<file path="src/design/lcs_fuzzy_match_scorer_defines.svh">
// Assertion helpers for the module that carries checks.
`ifndef LCS_FUZZY_MATCH_SCORER_DEFINES_SVH
`define LCS_FUZZY_MATCH_SCORER_DEFINES_SVH

// Same-cycle implication, checked outside reset.
`define LFM_ASSERT_NOW(label, clk, rst_n, ante, cons) \
    label: assert property (@(posedge clk) disable iff (!rst_n) (ante) |-> (cons)) \
        else $error("lfm assertion failed");

// Next-cycle implication, checked outside reset.
`define LFM_ASSERT_NEXT(label, clk, rst_n, ante, cons) \
    label: assert property (@(posedge clk) disable iff (!rst_n) (ante) |=> (cons)) \
        else $error("lfm assertion failed");

`endif

</file>
<file path="src/design/lfm_pkg.sv">
`default_nettype none

package lfm_pkg;

    // Term capacity and the widths that follow from it.
    localparam int MAX_TERM  = 32;
    localparam int IDX_W     = $clog2(MAX_TERM);
    localparam int CNT_W     = $clog2(MAX_TERM + 1);

    // Fixed field and register widths.
    localparam int CHAR_W    = 16;
    localparam int FCNT_W    = 16;
    localparam int LEN_W     = 6;
    localparam int SCORE_W   = 18;
    localparam int Q16_W     = 17;
    localparam int PEN_W     = 18;
    localparam int SPAN_W    = 6;
    localparam int CFG_W     = 18;
    localparam int CFG_IDX_W = 2;

    // Shared divider widths.
    localparam int DIV_NUM_W = 48;
    localparam int DIV_DEN_W = 32;
    localparam int DIV_CNT_W = $clog2(DIV_NUM_W + 1);

    localparam logic [Q16_W-1:0]  ONE_Q16   = 17'd65536;
    localparam logic [FCNT_W-1:0] FCNT_MAX  = 16'hFFFF;

    typedef enum logic [1:0] {
        ACT_CLEAR  = 2'd0,
        ACT_APPEND = 2'd1,
        ACT_FIELD  = 2'd2,
        ACT_END    = 2'd3
    } action_t;

    typedef enum logic [CFG_IDX_W-1:0] {
        REG_BIAS    = 2'd0,
        REG_PENALTY = 2'd1,
        REG_BONUS   = 2'd2,
        REG_SPAN    = 2'd3
    } cfg_reg_t;

    typedef enum logic [3:0] {
        SC_IDLE,
        SC_PREP,
        SC_BASE_GO,
        SC_BASE_WAIT,
        SC_RATIO_GO,
        SC_RATIO_WAIT,
        SC_MUL_A,
        SC_MUL_B,
        SC_MUL_C,
        SC_MUL_D,
        SC_BONUS_GO,
        SC_BONUS_WAIT,
        SC_MIX,
        SC_DONE
    } sc_state_t;

    typedef struct packed {
        action_t            action;
        logic [CHAR_W-1:0]  char_code;
    } in_t;

    typedef struct packed {
        logic signed [SCORE_W-1:0] score;
        logic [LEN_W-1:0]          lcs_length;
        logic [LEN_W-1:0]          longest_run;
        logic [LEN_W-1:0]          prefix_match;
    } out_t;

    typedef struct packed {
        logic [Q16_W-1:0]  bias;
        logic [PEN_W-1:0]  penalty;
        logic [Q16_W-1:0]  bonus;
        logic [SPAN_W-1:0] span;
    } cfg_t;

    // An item travelling down the cell row. For an append, pos is the write
    // slot and hit says whether there is room; for a field character, pos is
    // the field position and hit is set by the cell that extends the prefix.
    typedef struct packed {
        logic               valid;
        action_t            kind;
        logic [CHAR_W-1:0]  ch;
        logic [CNT_W-1:0]   cnt;
        logic [CNT_W-1:0]   pos;
        logic [FCNT_W-1:0]  fcnt;
        logic               hit;
        logic [CNT_W-1:0]   left;
        logic [CNT_W-1:0]   diag;
        logic [CNT_W-1:0]   rdiag;
        logic [CNT_W-1:0]   best;
        logic [CNT_W-1:0]   lval;
    } tok_t;

    // Lower-case ASCII letters only.
    function automatic logic [CHAR_W-1:0] lower_ascii(input logic [CHAR_W-1:0] c);
        logic [CHAR_W-1:0] r;
        r = c;
        if (c >= 16'h0041 && c <= 16'h005A)
        begin
            r = c + 16'd32;
        end
        return r;
    endfunction

endpackage

`default_nettype wire

</file>
<file path="src/design/lfm_cell.sv">
`default_nettype none

// One term character with its column of the subsequence and run rows.
module lfm_cell (
    input  wire logic                      clk,
    input  wire logic                      rst_n,
    input  wire logic                      en,
    input  wire logic [lfm_pkg::IDX_W-1:0] cell_idx,
    input  wire lfm_pkg::tok_t             tok_in,
    output lfm_pkg::tok_t                  tok_out
);

    logic [lfm_pkg::CHAR_W-1:0] term_reg, term_next;
    logic [lfm_pkg::CNT_W-1:0]  sub_reg, sub_next;
    logic [lfm_pkg::CNT_W-1:0]  run_reg, run_next;
    logic [lfm_pkg::CNT_W-1:0]  best_reg, best_next;
    lfm_pkg::tok_t              tok_reg, tok_next;

    logic [lfm_pkg::CNT_W-1:0]  idx_ext;
    logic                       active;
    logic                       eq;
    logic                       last;
    logic [lfm_pkg::CNT_W-1:0]  nv;
    logic [lfm_pkg::CNT_W-1:0]  nr;

    // Recurrence for this column.
    always_comb
    begin
        idx_ext = lfm_pkg::CNT_W'(cell_idx);
        active  = idx_ext < tok_in.cnt;
        eq      = tok_in.ch == term_reg;
        last    = (idx_ext + lfm_pkg::CNT_W'(1)) == tok_in.cnt;
        if (eq)
        begin
            nv = tok_in.diag + lfm_pkg::CNT_W'(1);
            nr = tok_in.rdiag + lfm_pkg::CNT_W'(1);
        end
        else
        begin
            nv = (tok_in.left > sub_reg) ? tok_in.left : sub_reg;
            nr = '0;
        end
    end

    // Item handling.
    always_comb
    begin
        term_next = term_reg;
        sub_next  = sub_reg;
        run_next  = run_reg;
        best_next = best_reg;
        tok_next  = tok_in;
        if (tok_in.valid)
        begin
            case (tok_in.kind)
                lfm_pkg::ACT_CLEAR:
                begin
                    sub_next  = '0;
                    run_next  = '0;
                    best_next = '0;
                end
                lfm_pkg::ACT_APPEND:
                begin
                    sub_next  = '0;
                    run_next  = '0;
                    best_next = '0;
                    if (tok_in.hit && tok_in.pos == idx_ext)
                    begin
                        term_next = tok_in.ch;
                    end
                end
                lfm_pkg::ACT_FIELD:
                begin
                    if (active)
                    begin
                        sub_next       = nv;
                        run_next       = nr;
                        best_next      = (nr > best_reg) ? nr : best_reg;
                        tok_next.left  = nv;
                        tok_next.diag  = sub_reg;
                        tok_next.rdiag = run_reg;
                        if (eq && tok_in.pos == idx_ext)
                        begin
                            tok_next.hit = 1'b1;
                        end
                    end
                end
                lfm_pkg::ACT_END:
                begin
                    if (active && best_reg > tok_in.best)
                    begin
                        tok_next.best = best_reg;
                    end
                    if (last)
                    begin
                        tok_next.lval = sub_reg;
                    end
                    sub_next  = '0;
                    run_next  = '0;
                    best_next = '0;
                end
                default:
                begin
                    tok_next = tok_in;
                end
            endcase
        end
    end

    always_ff @(posedge clk or negedge rst_n)
    begin
        if (!rst_n)
        begin
            sub_reg  <= '0;
            run_reg  <= '0;
            best_reg <= '0;
            tok_reg  <= '0;
        end
        else if (en)
        begin
            sub_reg  <= sub_next;
            run_reg  <= run_next;
            best_reg <= best_next;
            tok_reg  <= tok_next;
        end
    end

    always_ff @(posedge clk)
    begin
        if (en)
        begin
            term_reg <= term_next;
        end
    end

    assign tok_out = tok_reg;

endmodule

`default_nettype wire

</file>
<file path="config.mk">
export PLATFORM = sky130hd
export DESIGN_NAME = lfm_cell
export DESIGN_NICKNAME = d
export VERILOG_FILES = /design/src/design/lcs_fuzzy_match_scorer_defines.svh /design/src/design/lfm_pkg.sv /design/src/design/lfm_cell.sv
export SDC_FILE = /design/constraint.sdc
export NUM_CORES = 1
export LEC_CHECK = 0
export BUFFER_PORTS_ARGS = -buffer_cell sky130_fd_sc_hd__clkbuf_2
export CAP_MARGIN = 5
export CORE_ASPECT_RATIO = 2
export CORE_MARGIN = 3
export CORE_UTILIZATION = 58
export CTS_BUF_LIST = sky130_fd_sc_hd__clkbuf_4
export DETAILED_ROUTE_END_ITERATION = 16
export PLACE_DENSITY = 0.95
export SETUP_SLACK_MARGIN = 0.5
export SYNTH_ARGS = -nofsm -noshare
export SYNTH_HDL_FRONTEND = slang
export SYNTH_SLANG_ARGS = --single-unit
</file>
<file path="constraint.sdc">
create_clock -name clk -period 5.32 [get_ports clk]
set_clock_uncertainty 0.05 [all_clocks]
set_input_delay 0.266 -clock clk [delete_from_list [all_inputs] [get_ports clk]]
set_output_delay 0.266 -clock clk [all_outputs]
set_load 0.01 [all_outputs]
</file>
==> results of run 1 <==
critical path, delay by kind of cell:
| kind | cells | cell delay, ns |
|---|---|---|
| multiplexers | 1 | 0.38 |
| AND/OR/NAND/NOR | 3 | 0.65 |
| AO/OA/AOI/OAI | 4 | 0.77 |
| XOR/XNOR | 1 | 0.36 |
| adder cells (fa/ha/maj) | 1 | 0.27 |
| buffers and inverters | 3 | 0.97 |
layout make-up:
cell class	instances	area, um2	share of cell area
diodes	1	2.50	0.000355
clock buffers	11	82.6	0.0117
clock inverters	5	45.0	0.00638
inverters	32	120	0.0170
multi-input cells	321	2510	0.356
flip-flops and latches	112	2880	0.408
well taps	104	130	0.0184
repair buffers	210	1280	0.182
final timing paths:
| path | end | cells after the start | from |
|---|---|---|---|
| setup reg to reg | best_reg[5] | 11 | term_reg[12] |
| hold / removal | tok_out[3] | 3 | tok_in[3] |
| min in group asynchronous | tok_out[0] | 2 | rst_n |
| setup / recovery | best_reg[5] | 13 | tok_in[71] |
| max in group asynchronous | best_reg[5] | 3 | rst_n |
| hold reg to reg | run_reg[0] | 2 | run_reg[0] |
through the flow:
| stage | cell area (um2) | setup WS (ns) | hold WS, ns | total power [mW] |
|---|---|---|---|---|
| 3_5_place_dp | 6490 | 2.26 | 0.0912 | 1.32 |
| 4_1_cts | 7060 | 2.21 | 0.00229 | 1.74 |
| 6_report | 7060 | 1.93 | 0.0363 | 1.73 |
| 5_1_grt | 7060 | 1.70 | 0.0141 | 1.82 |
| 2_1_floorplan | 5570 | 2.33 | -0.0796 | 1.15 |
| 3_3_place_gp | 6490 | 2.44 | 0.0843 | 1.30 |
cells in the mapped netlist, types with 3 or more instances:
master / n / area [um2]
a211o_1: 4 / 35.0
a21o_1: 3 / 22.5
a21oi_1: 30 / 150
a221oi_1: 6 / 52.6
and2_1: 5 / 31.3
buf_2: 3 / 15.0
clkbuf_1: 15 / 56.3
dfrtp_1: 96 / 2400
edfxtp_1: 16 / 480
ha_1: 26 / 325
inv_1: 32 / 120
mux2_2: 52 / 586
mux2i_1: 25 / 250
nand2_1: 22 / 82.6
nand2b_1: 3 / 18.8
nand3_1: 7 / 35.0
nand4_1: 10 / 62.6
nor2_1: 34 / 128
nor2b_1: 7 / 43.8
o21ai_0: 14 / 70.1
o221ai_1: 3 / 26.3
o2bb2ai_1: 3 / 26.3
or3_1: 3 / 18.8
xnor2_1: 28 / 245
xor2_1: 7 / 61.3
power groups by stage:
stage | Combinational [mW] | Clock, mW | Sequential [mW]
CTS | 0.359 | 0.408 | 0.970
global placement | 0.319 | 0 | 0.982
detailed placement | 0.332 | 0 | 0.987
global route | 0.398 | 0.443 | 0.978
floorplan | 0.145 | 0 | 1.01
finish | 0.362 | 0.400 | 0.971
what timing repair did:
action / CTS / global route
setup endpoints to repair: 0 / 0
hold buffers: 44 / 0
endpoints found under the hold margin: 62 / 0
per-layer routing:
metal  track usage  part of all wire  vias to the layer above
li1              -                 -                     2118
met1         0.301              0.34                     2208
met2         0.507              0.54                      206
met3        0.0654             0.048                       82
met4         0.194             0.071                        0
met5             0                 0                        -
cells by family (layout without fill, tap and decap cells):
group / count (synthesis) / count (layout) / share of synthesized area
flops: 112 / 112 / 0.517
simple gates: 103 / 103 / 0.0898
compound gates: 80 / 80 / 0.0952
mux: 77 / 77 / 0.150
buf+inv: 50 / 258 / 0.0344
xor+xnor: 35 / 35 / 0.0550
fa+ha+maj: 26 / 26 / 0.0584
other cells: 0 / 1 / 0
placed cells by master, fill, tap and decap left out, types with 4 or more instances in the layout:
| cell type | count |
|---|---|
| a211o_1 | 4 |
| a21oi_1 | 30 |
| a221oi_1 | 6 |
| and2_1 | 5 |
| buf_4 | 5 |
| clkbuf_2 | 161 |
| clkbuf_4 | 11 |
| dfrtp_1 | 96 |
| dlygate4sd3_1 | 44 |
| edfxtp_1 | 16 |
| ha_1 | 26 |
| inv_1 | 32 |
| mux2_2 | 52 |
| mux2i_1 | 25 |
| nand2_1 | 22 |
| nand3_1 | 7 |
| nand4_1 | 10 |
| nor2_1 | 34 |
| nor2b_1 | 7 |
| o21ai_0 | 14 |
| xnor2_1 | 28 |
| xor2_1 | 7 |
==> flow_metrics.py, run 1 <==
metrics = {
    "global_routing": {
        "grt_max_degree": 110,
        "grt_pass1_vias": 5019,
        "grt_usage": 0.292,
        "grt_pass1_wl_um": 24000,
        "overflow": 0,
        "antenna_found_initial": 1,
    },
    "pwr": {
        "clkPwrFrac": 0.231,
        "swShare": 0.298,
        "vdd_drop_max_v": 0.000225,
        "p_sw_mw": 0.516,
        "p_seq_frac": 0.560,
        "p_leak_nw": 3.30,
        "p_comb_frac": 0.209,
        "internal_power_mw": 1.22,
        "powerDensity_nw_per_um2": 245,
    },
    "synth": {
        "synth.distinct_cells": 45,
        "yosys_warnings": 0,
        "synth_edf_count": 16,
        "synth_cells": 483,
        "avgSynthCellArea_um2": 11.5,
        "synth_area_um2": 5570,
        "async_flop_share": 0.857,
        "synth-seq-area-share": 0.517,
        "ys.flop_type": "dfrtp_1",
        "syn-num-nets": 595,
        "ys_ff_latch": 112,
    },
    "timing": {
        "finalCritPeriodShare": 0.637,
        "drv_slew": 0,
        "hold_violations": 0,
        "slew_headroom": 0.212,
        "rsz0062_at_grt": "false",
        "period_minus_slack_ns": 3.39,
        "setup_tns_ns": 0,
        "finalSetupViolCount": 0,
        "clock.fmax_mhz": 295,
        "worst_pin_slew_ns": 1.18,
    },
    "worst_setup_path": {
        "r2r_slack_ns": 1.95,
        "cp-start-kind": "primary input",
        "worstPathArrival_ns": 3.68,
        "crit_path_max_incr_delay_ns": 0.55,
        "required_ns": 5.61,
        "end_kind": "register",
        "crit_fanout": 20,
        "worstPathCellList": "dlygate4sd3_1 -> clkbuf_2 -> xnor2_1 -> nand4_1 -> nor4_2 -> buf_4 -> nor2b_1 -> ha_1 -> a21oi_1 -> o21ai_0 -> o22a_1 -> o21ai_2 -> mux2_2",
        "worstSetupPathType": "in2reg",
        "slowest_stage": "dlygate4sd3_1",
    },
    "place": {
        "place_inst": 735,
        "hpwl_um": 10500,
        "port_buffers": 163,
        "gp_congestion": 0.904,
    },
    "worst_hold_path": {
        "hp-class": "in2reg",
    },
    "clocking": {
        "clkTransAtPathRegs_ns": 0.17,
        "cts_resized": 0,
        "htree_levels": 3,
        "cts_inserted_buffers": 9,
        "clkLatencyLatePin_ns": 0.46,
        "cts-root-buf": "clkbuf_4",
        "cts_sinks": 112,
        "post_cts_buffers": 0,
        "clk_path_buf_depth": 2,
        "cts_tree": "built",
    },
    "layout": {
        "drive_above_1_share": 0.349,
        "final_cells": 796,
        "area_growth_pct": 26.7,
        "final_core_util": 0.752,
        "fin_nets": 798,
        "largest_reg_flops": 78,
        "fill_cells": 568,
    },
    "run_status": {
        "status": "finished, final reports clean",
    },
    "routing": {
        "via_count": 4614,
        "wl_um": 15000,
        "detail-route-antenna-nets": 0,
        "drt-vias-per-instance": 5.80,
        "drc_errors": 0,
        "drtIter0Drc": 301,
        "wl_per_cell_um": 18.9,
        "drt_pre_antenna_iters": 4,
    },
    "floorplan": {
        "io_pins": 164,
        "core_um2": 9380,
        "die_y_um": 145,
        "die_w_um": 75.3,
        "num_rows": 50,
        "start_util": 0.594,
        "die_area_um2": 10900,
    },
    "run": {
        "maxCapViolCount": 0,
    },
}
Power figures use the tool's default switching activity.
==> inputs of run 2 (changes only) <==
--- a/config.mk
+++ b/config.mk
@@ -9,10 +9,10 @@
 export CAP_MARGIN = 5
 export CORE_ASPECT_RATIO = 2
 export CORE_MARGIN = 3
-export CORE_UTILIZATION = 58
+export CORE_UTILIZATION = 54
 export CTS_BUF_LIST = sky130_fd_sc_hd__clkbuf_4
 export DETAILED_ROUTE_END_ITERATION = 16
-export PLACE_DENSITY = 0.95
+export PLACE_DENSITY = 0.92
 export SETUP_SLACK_MARGIN = 0.5
 export SYNTH_ARGS = -nofsm -noshare
 export SYNTH_HDL_FRONTEND = slang
==> constraint.sdc (replaced) <==
create_clock -name clk -period 3.3 [get_ports clk]
set_clock_uncertainty 0.05 [all_clocks]
set_input_delay 0.165 -clock clk [delete_from_list [all_inputs] [get_ports clk]]
set_output_delay 0.165 -clock clk [all_outputs]
set_load 0.01 [all_outputs]
==> run 2 against run 1 <==
Via count increased by 5.6%. Wire length up 11%. Total power up 70%. Flip-flop and latch count did not move. Clock-buffer cell count is 2 lower. Critical path depth decreased by 2. Highest routed layer unchanged.
==> flow_metrics.py, run 2 (same netlist as run 1, synthesis figures left out) <==
metrics = {
    "timing": {
        "rsz0062_at_grt": "true",
        "setup_tns_ns": 0,
        "finalSetupViolCount": 0,
        "drv_slew": 0,
        "finalCritPeriodShare": 0.876,
        "period_minus_slack_ns": 2.89,
        "hold_violations": 0,
        "slew_headroom": 0.299,
        "clock.fmax_mhz": 346,
        "worst_pin_slew_ns": 1.04,
    },
    "worst_hold_path": {
        "min_path_cells": 3,
        "hp-class": "in2reg",
    },
    "floorplan": {
        "die_w_um": 77.8,
        "start_util": 0.563,
        "num_rows": 51,
        "core_um2": 9890,
        "die_area_um2": 11600,
        "io_pins": 164,
        "die_y_um": 150,
    },
    "layout": {
        "final_core_util": 0.768,
        "fin_nets": 834,
        "final_cell_area_um2": 7600,
        "multiInputGateArea_um2": 2650,
        "area_growth_pct": 36.4,
        "largest_reg_flops": 78,
        "drive_above_1_share": 0.362,
        "fill_cells": 595,
        "regArea_um2": 2880,
        "final_common_cell": "clkbuf_2",
        "final_cell_mix": "clkbuf_2 (161), dfrtp_1 (96), dlygate4sd3_1 (74)",
    },
    "global_routing": {
        "antenna_found_initial": 1,
        "overflow": 0,
        "met2_usage": 0.541,
        "top_usage_layer": "met2",
        "grt_usage": 0.289,
        "grt_pass1_wl_um": 26200,
        "grt_pass1_vias": 5308,
        "grt_max_degree": 78,
        "use_met1": 0.305,
        "groute.layer.met3.usage": 0.0506,
    },
    "clocking": {
        "htree_levels": 3,
        "clk_path_buf_depth": 2,
        "cts_tree": "built",
        "clkTransAtPathRegs_ns": 0.19,
        "cts_inserted_buffers": 9,
        "clkLatencyLatePin_ns": 0.49,
        "cts-root-buf": "clkbuf_4",
        "cts_sinks": 112,
    },
    "run_status": {
        "status": "finished, final reports clean",
    },
    "pwr": {
        "vdd_drop_max_v": 0.000349,
        "finalPower_mw": 2.94,
        "p_leak_nw": 3.50,
        "powerDensity_nw_per_um2": 387,
    },
    "worst_setup_path": {
        "worstSetupPathType": "reg2reg",
        "path_depth": 11,
        "worstPathCellList": "xnor2_1 -> nand4_1 -> nor4_4 -> buf_4 -> nor2b_4 -> ha_4 -> a21oi_2 -> o21ai_2 -> o22a_4 -> o21ai_4 -> mux2_4",
        "cp-start-kind": "register",
        "crit_path_max_incr_delay_ns": 0.46,
        "r2r_cells": 11,
        "crit_fanout": 6,
        "worstPathArrival_ns": 3.24,
        "cp_top_family": "compound AO/OA/AOI/OAI gates",
        "critPathBufInv": 1,
        "required_ns": 3.65,
        "slowest_stage": "edfxtp_1",
        "end_kind": "register",
    },
    "run": {
        "maxCapViolCount": 0,
    },
    "routing": {
        "wl_per_cell_um": 19.4,
        "drt-vias-per-instance": 5.67,
        "via_count": 4872,
        "drt_pre_antenna_iters": 5,
        "drtIter0Drc": 313,
        "wl_um": 16700,
        "detail-route-antenna-nets": 0,
        "drc_errors": 0,
    },
    "place": {
        "hpwl_um": 10700,
        "gp_congestion": 0.868,
        "port_buffers": 163,
        "dpl-instance-area_um2": 6570,
    },
}
-- run 2: cell types whose count changed in the layout (fill, tap and decap cells not counted), moves of 3 or more --
cell	previous run	this run
a21oi_2	0	3
nor2b_1	7	4
mux2_2	52	49
dlygate4sd3_1	44	74
ha_4	0	4
buf_4	5	11
ha_1	26	22
mux2_4	0	3
a21oi_1	30	27
nor2b_4	0	3
-- run 2: final timing paths --
check	from	endpoint	slack, ns
min in group asynchronous	rst_n	tok_out[36]	0.24
worst max register to register	term_reg[2]	best_reg[4]	0.41
worst min register to register	run_reg[0]	run_reg[0]	0.45
max in group asynchronous	rst_n	tok_out[72]	2.18
worst max-delay path	term_reg[2]	best_reg[4]	0.41
worst min-delay path	tok_in[21]	tok_out[21]	0.02
-- run 2: per-layer routing --
layer / up-vias / part of all wire
met5: - / 0
met3: 57 / 0.048
met2: 210 / 0.56
met1: 2413 / 0.35
met4: 0 / 0.041
li1: 2192 / -
-- run 2: metrics by stage --
| step | instances | setup WS [ns] | hold slack (ns) |
|---|---|---|---|
| 2_1_floorplan | 483 | 0.478 | -0.181 |
| 3_3_place_gp | 765 | 0.455 | 0.228 |
| 3_5_place_dp | 765 | 0.228 | 0.241 |
| 4_1_cts | 858 | 0.511 | 0.00188 |
| 5_1_grt | 860 | 0.344 | 0.0158 |
| 6_report | 860 | 0.410 | 0.0219 |
-- run 2: final cells by class --
| type | count | share of cell area |
|---|---|---|
| antenna | 1 | 0.000329 |
| clock buffer | 9 | 0.00889 |
| clock inverter | 7 | 0.0104 |
| inverter | 32 | 0.0158 |
| multi-input combinational | 321 | 0.349 |
| sequential | 112 | 0.379 |
| tap | 132 | 0.0217 |
| timing repair buffer | 246 | 0.214 |
-- run 2: worst reg2reg max path, stage by stage (launching register included) --
cell and delay [ns]:
edfxtp_1 0.46, xnor2_1 0.19, nand4_1 0.17, nor4_4 0.23, buf_4 0.20, nor2b_4 0.20
ha_4 0.23, a21oi_2 0.15, o21ai_2 0.09, o22a_4 0.27, o21ai_4 0.25, mux2_4 0.33
-- run 2: where the power goes --
group	internal, mW	switching (mW)
logic	0.302	0.333
clock network	0.241	0.496
registers	1.50	0.0673
-- run 2: repair_timing --
action                     in CTS  in global routing
pin swaps                       7                 16
hold buffers                   74                  0
buffers inserted                3                  1
hold endpoints to repair      151                  0
resized for setup               4                 19
setup endpoints to repair       6                 15
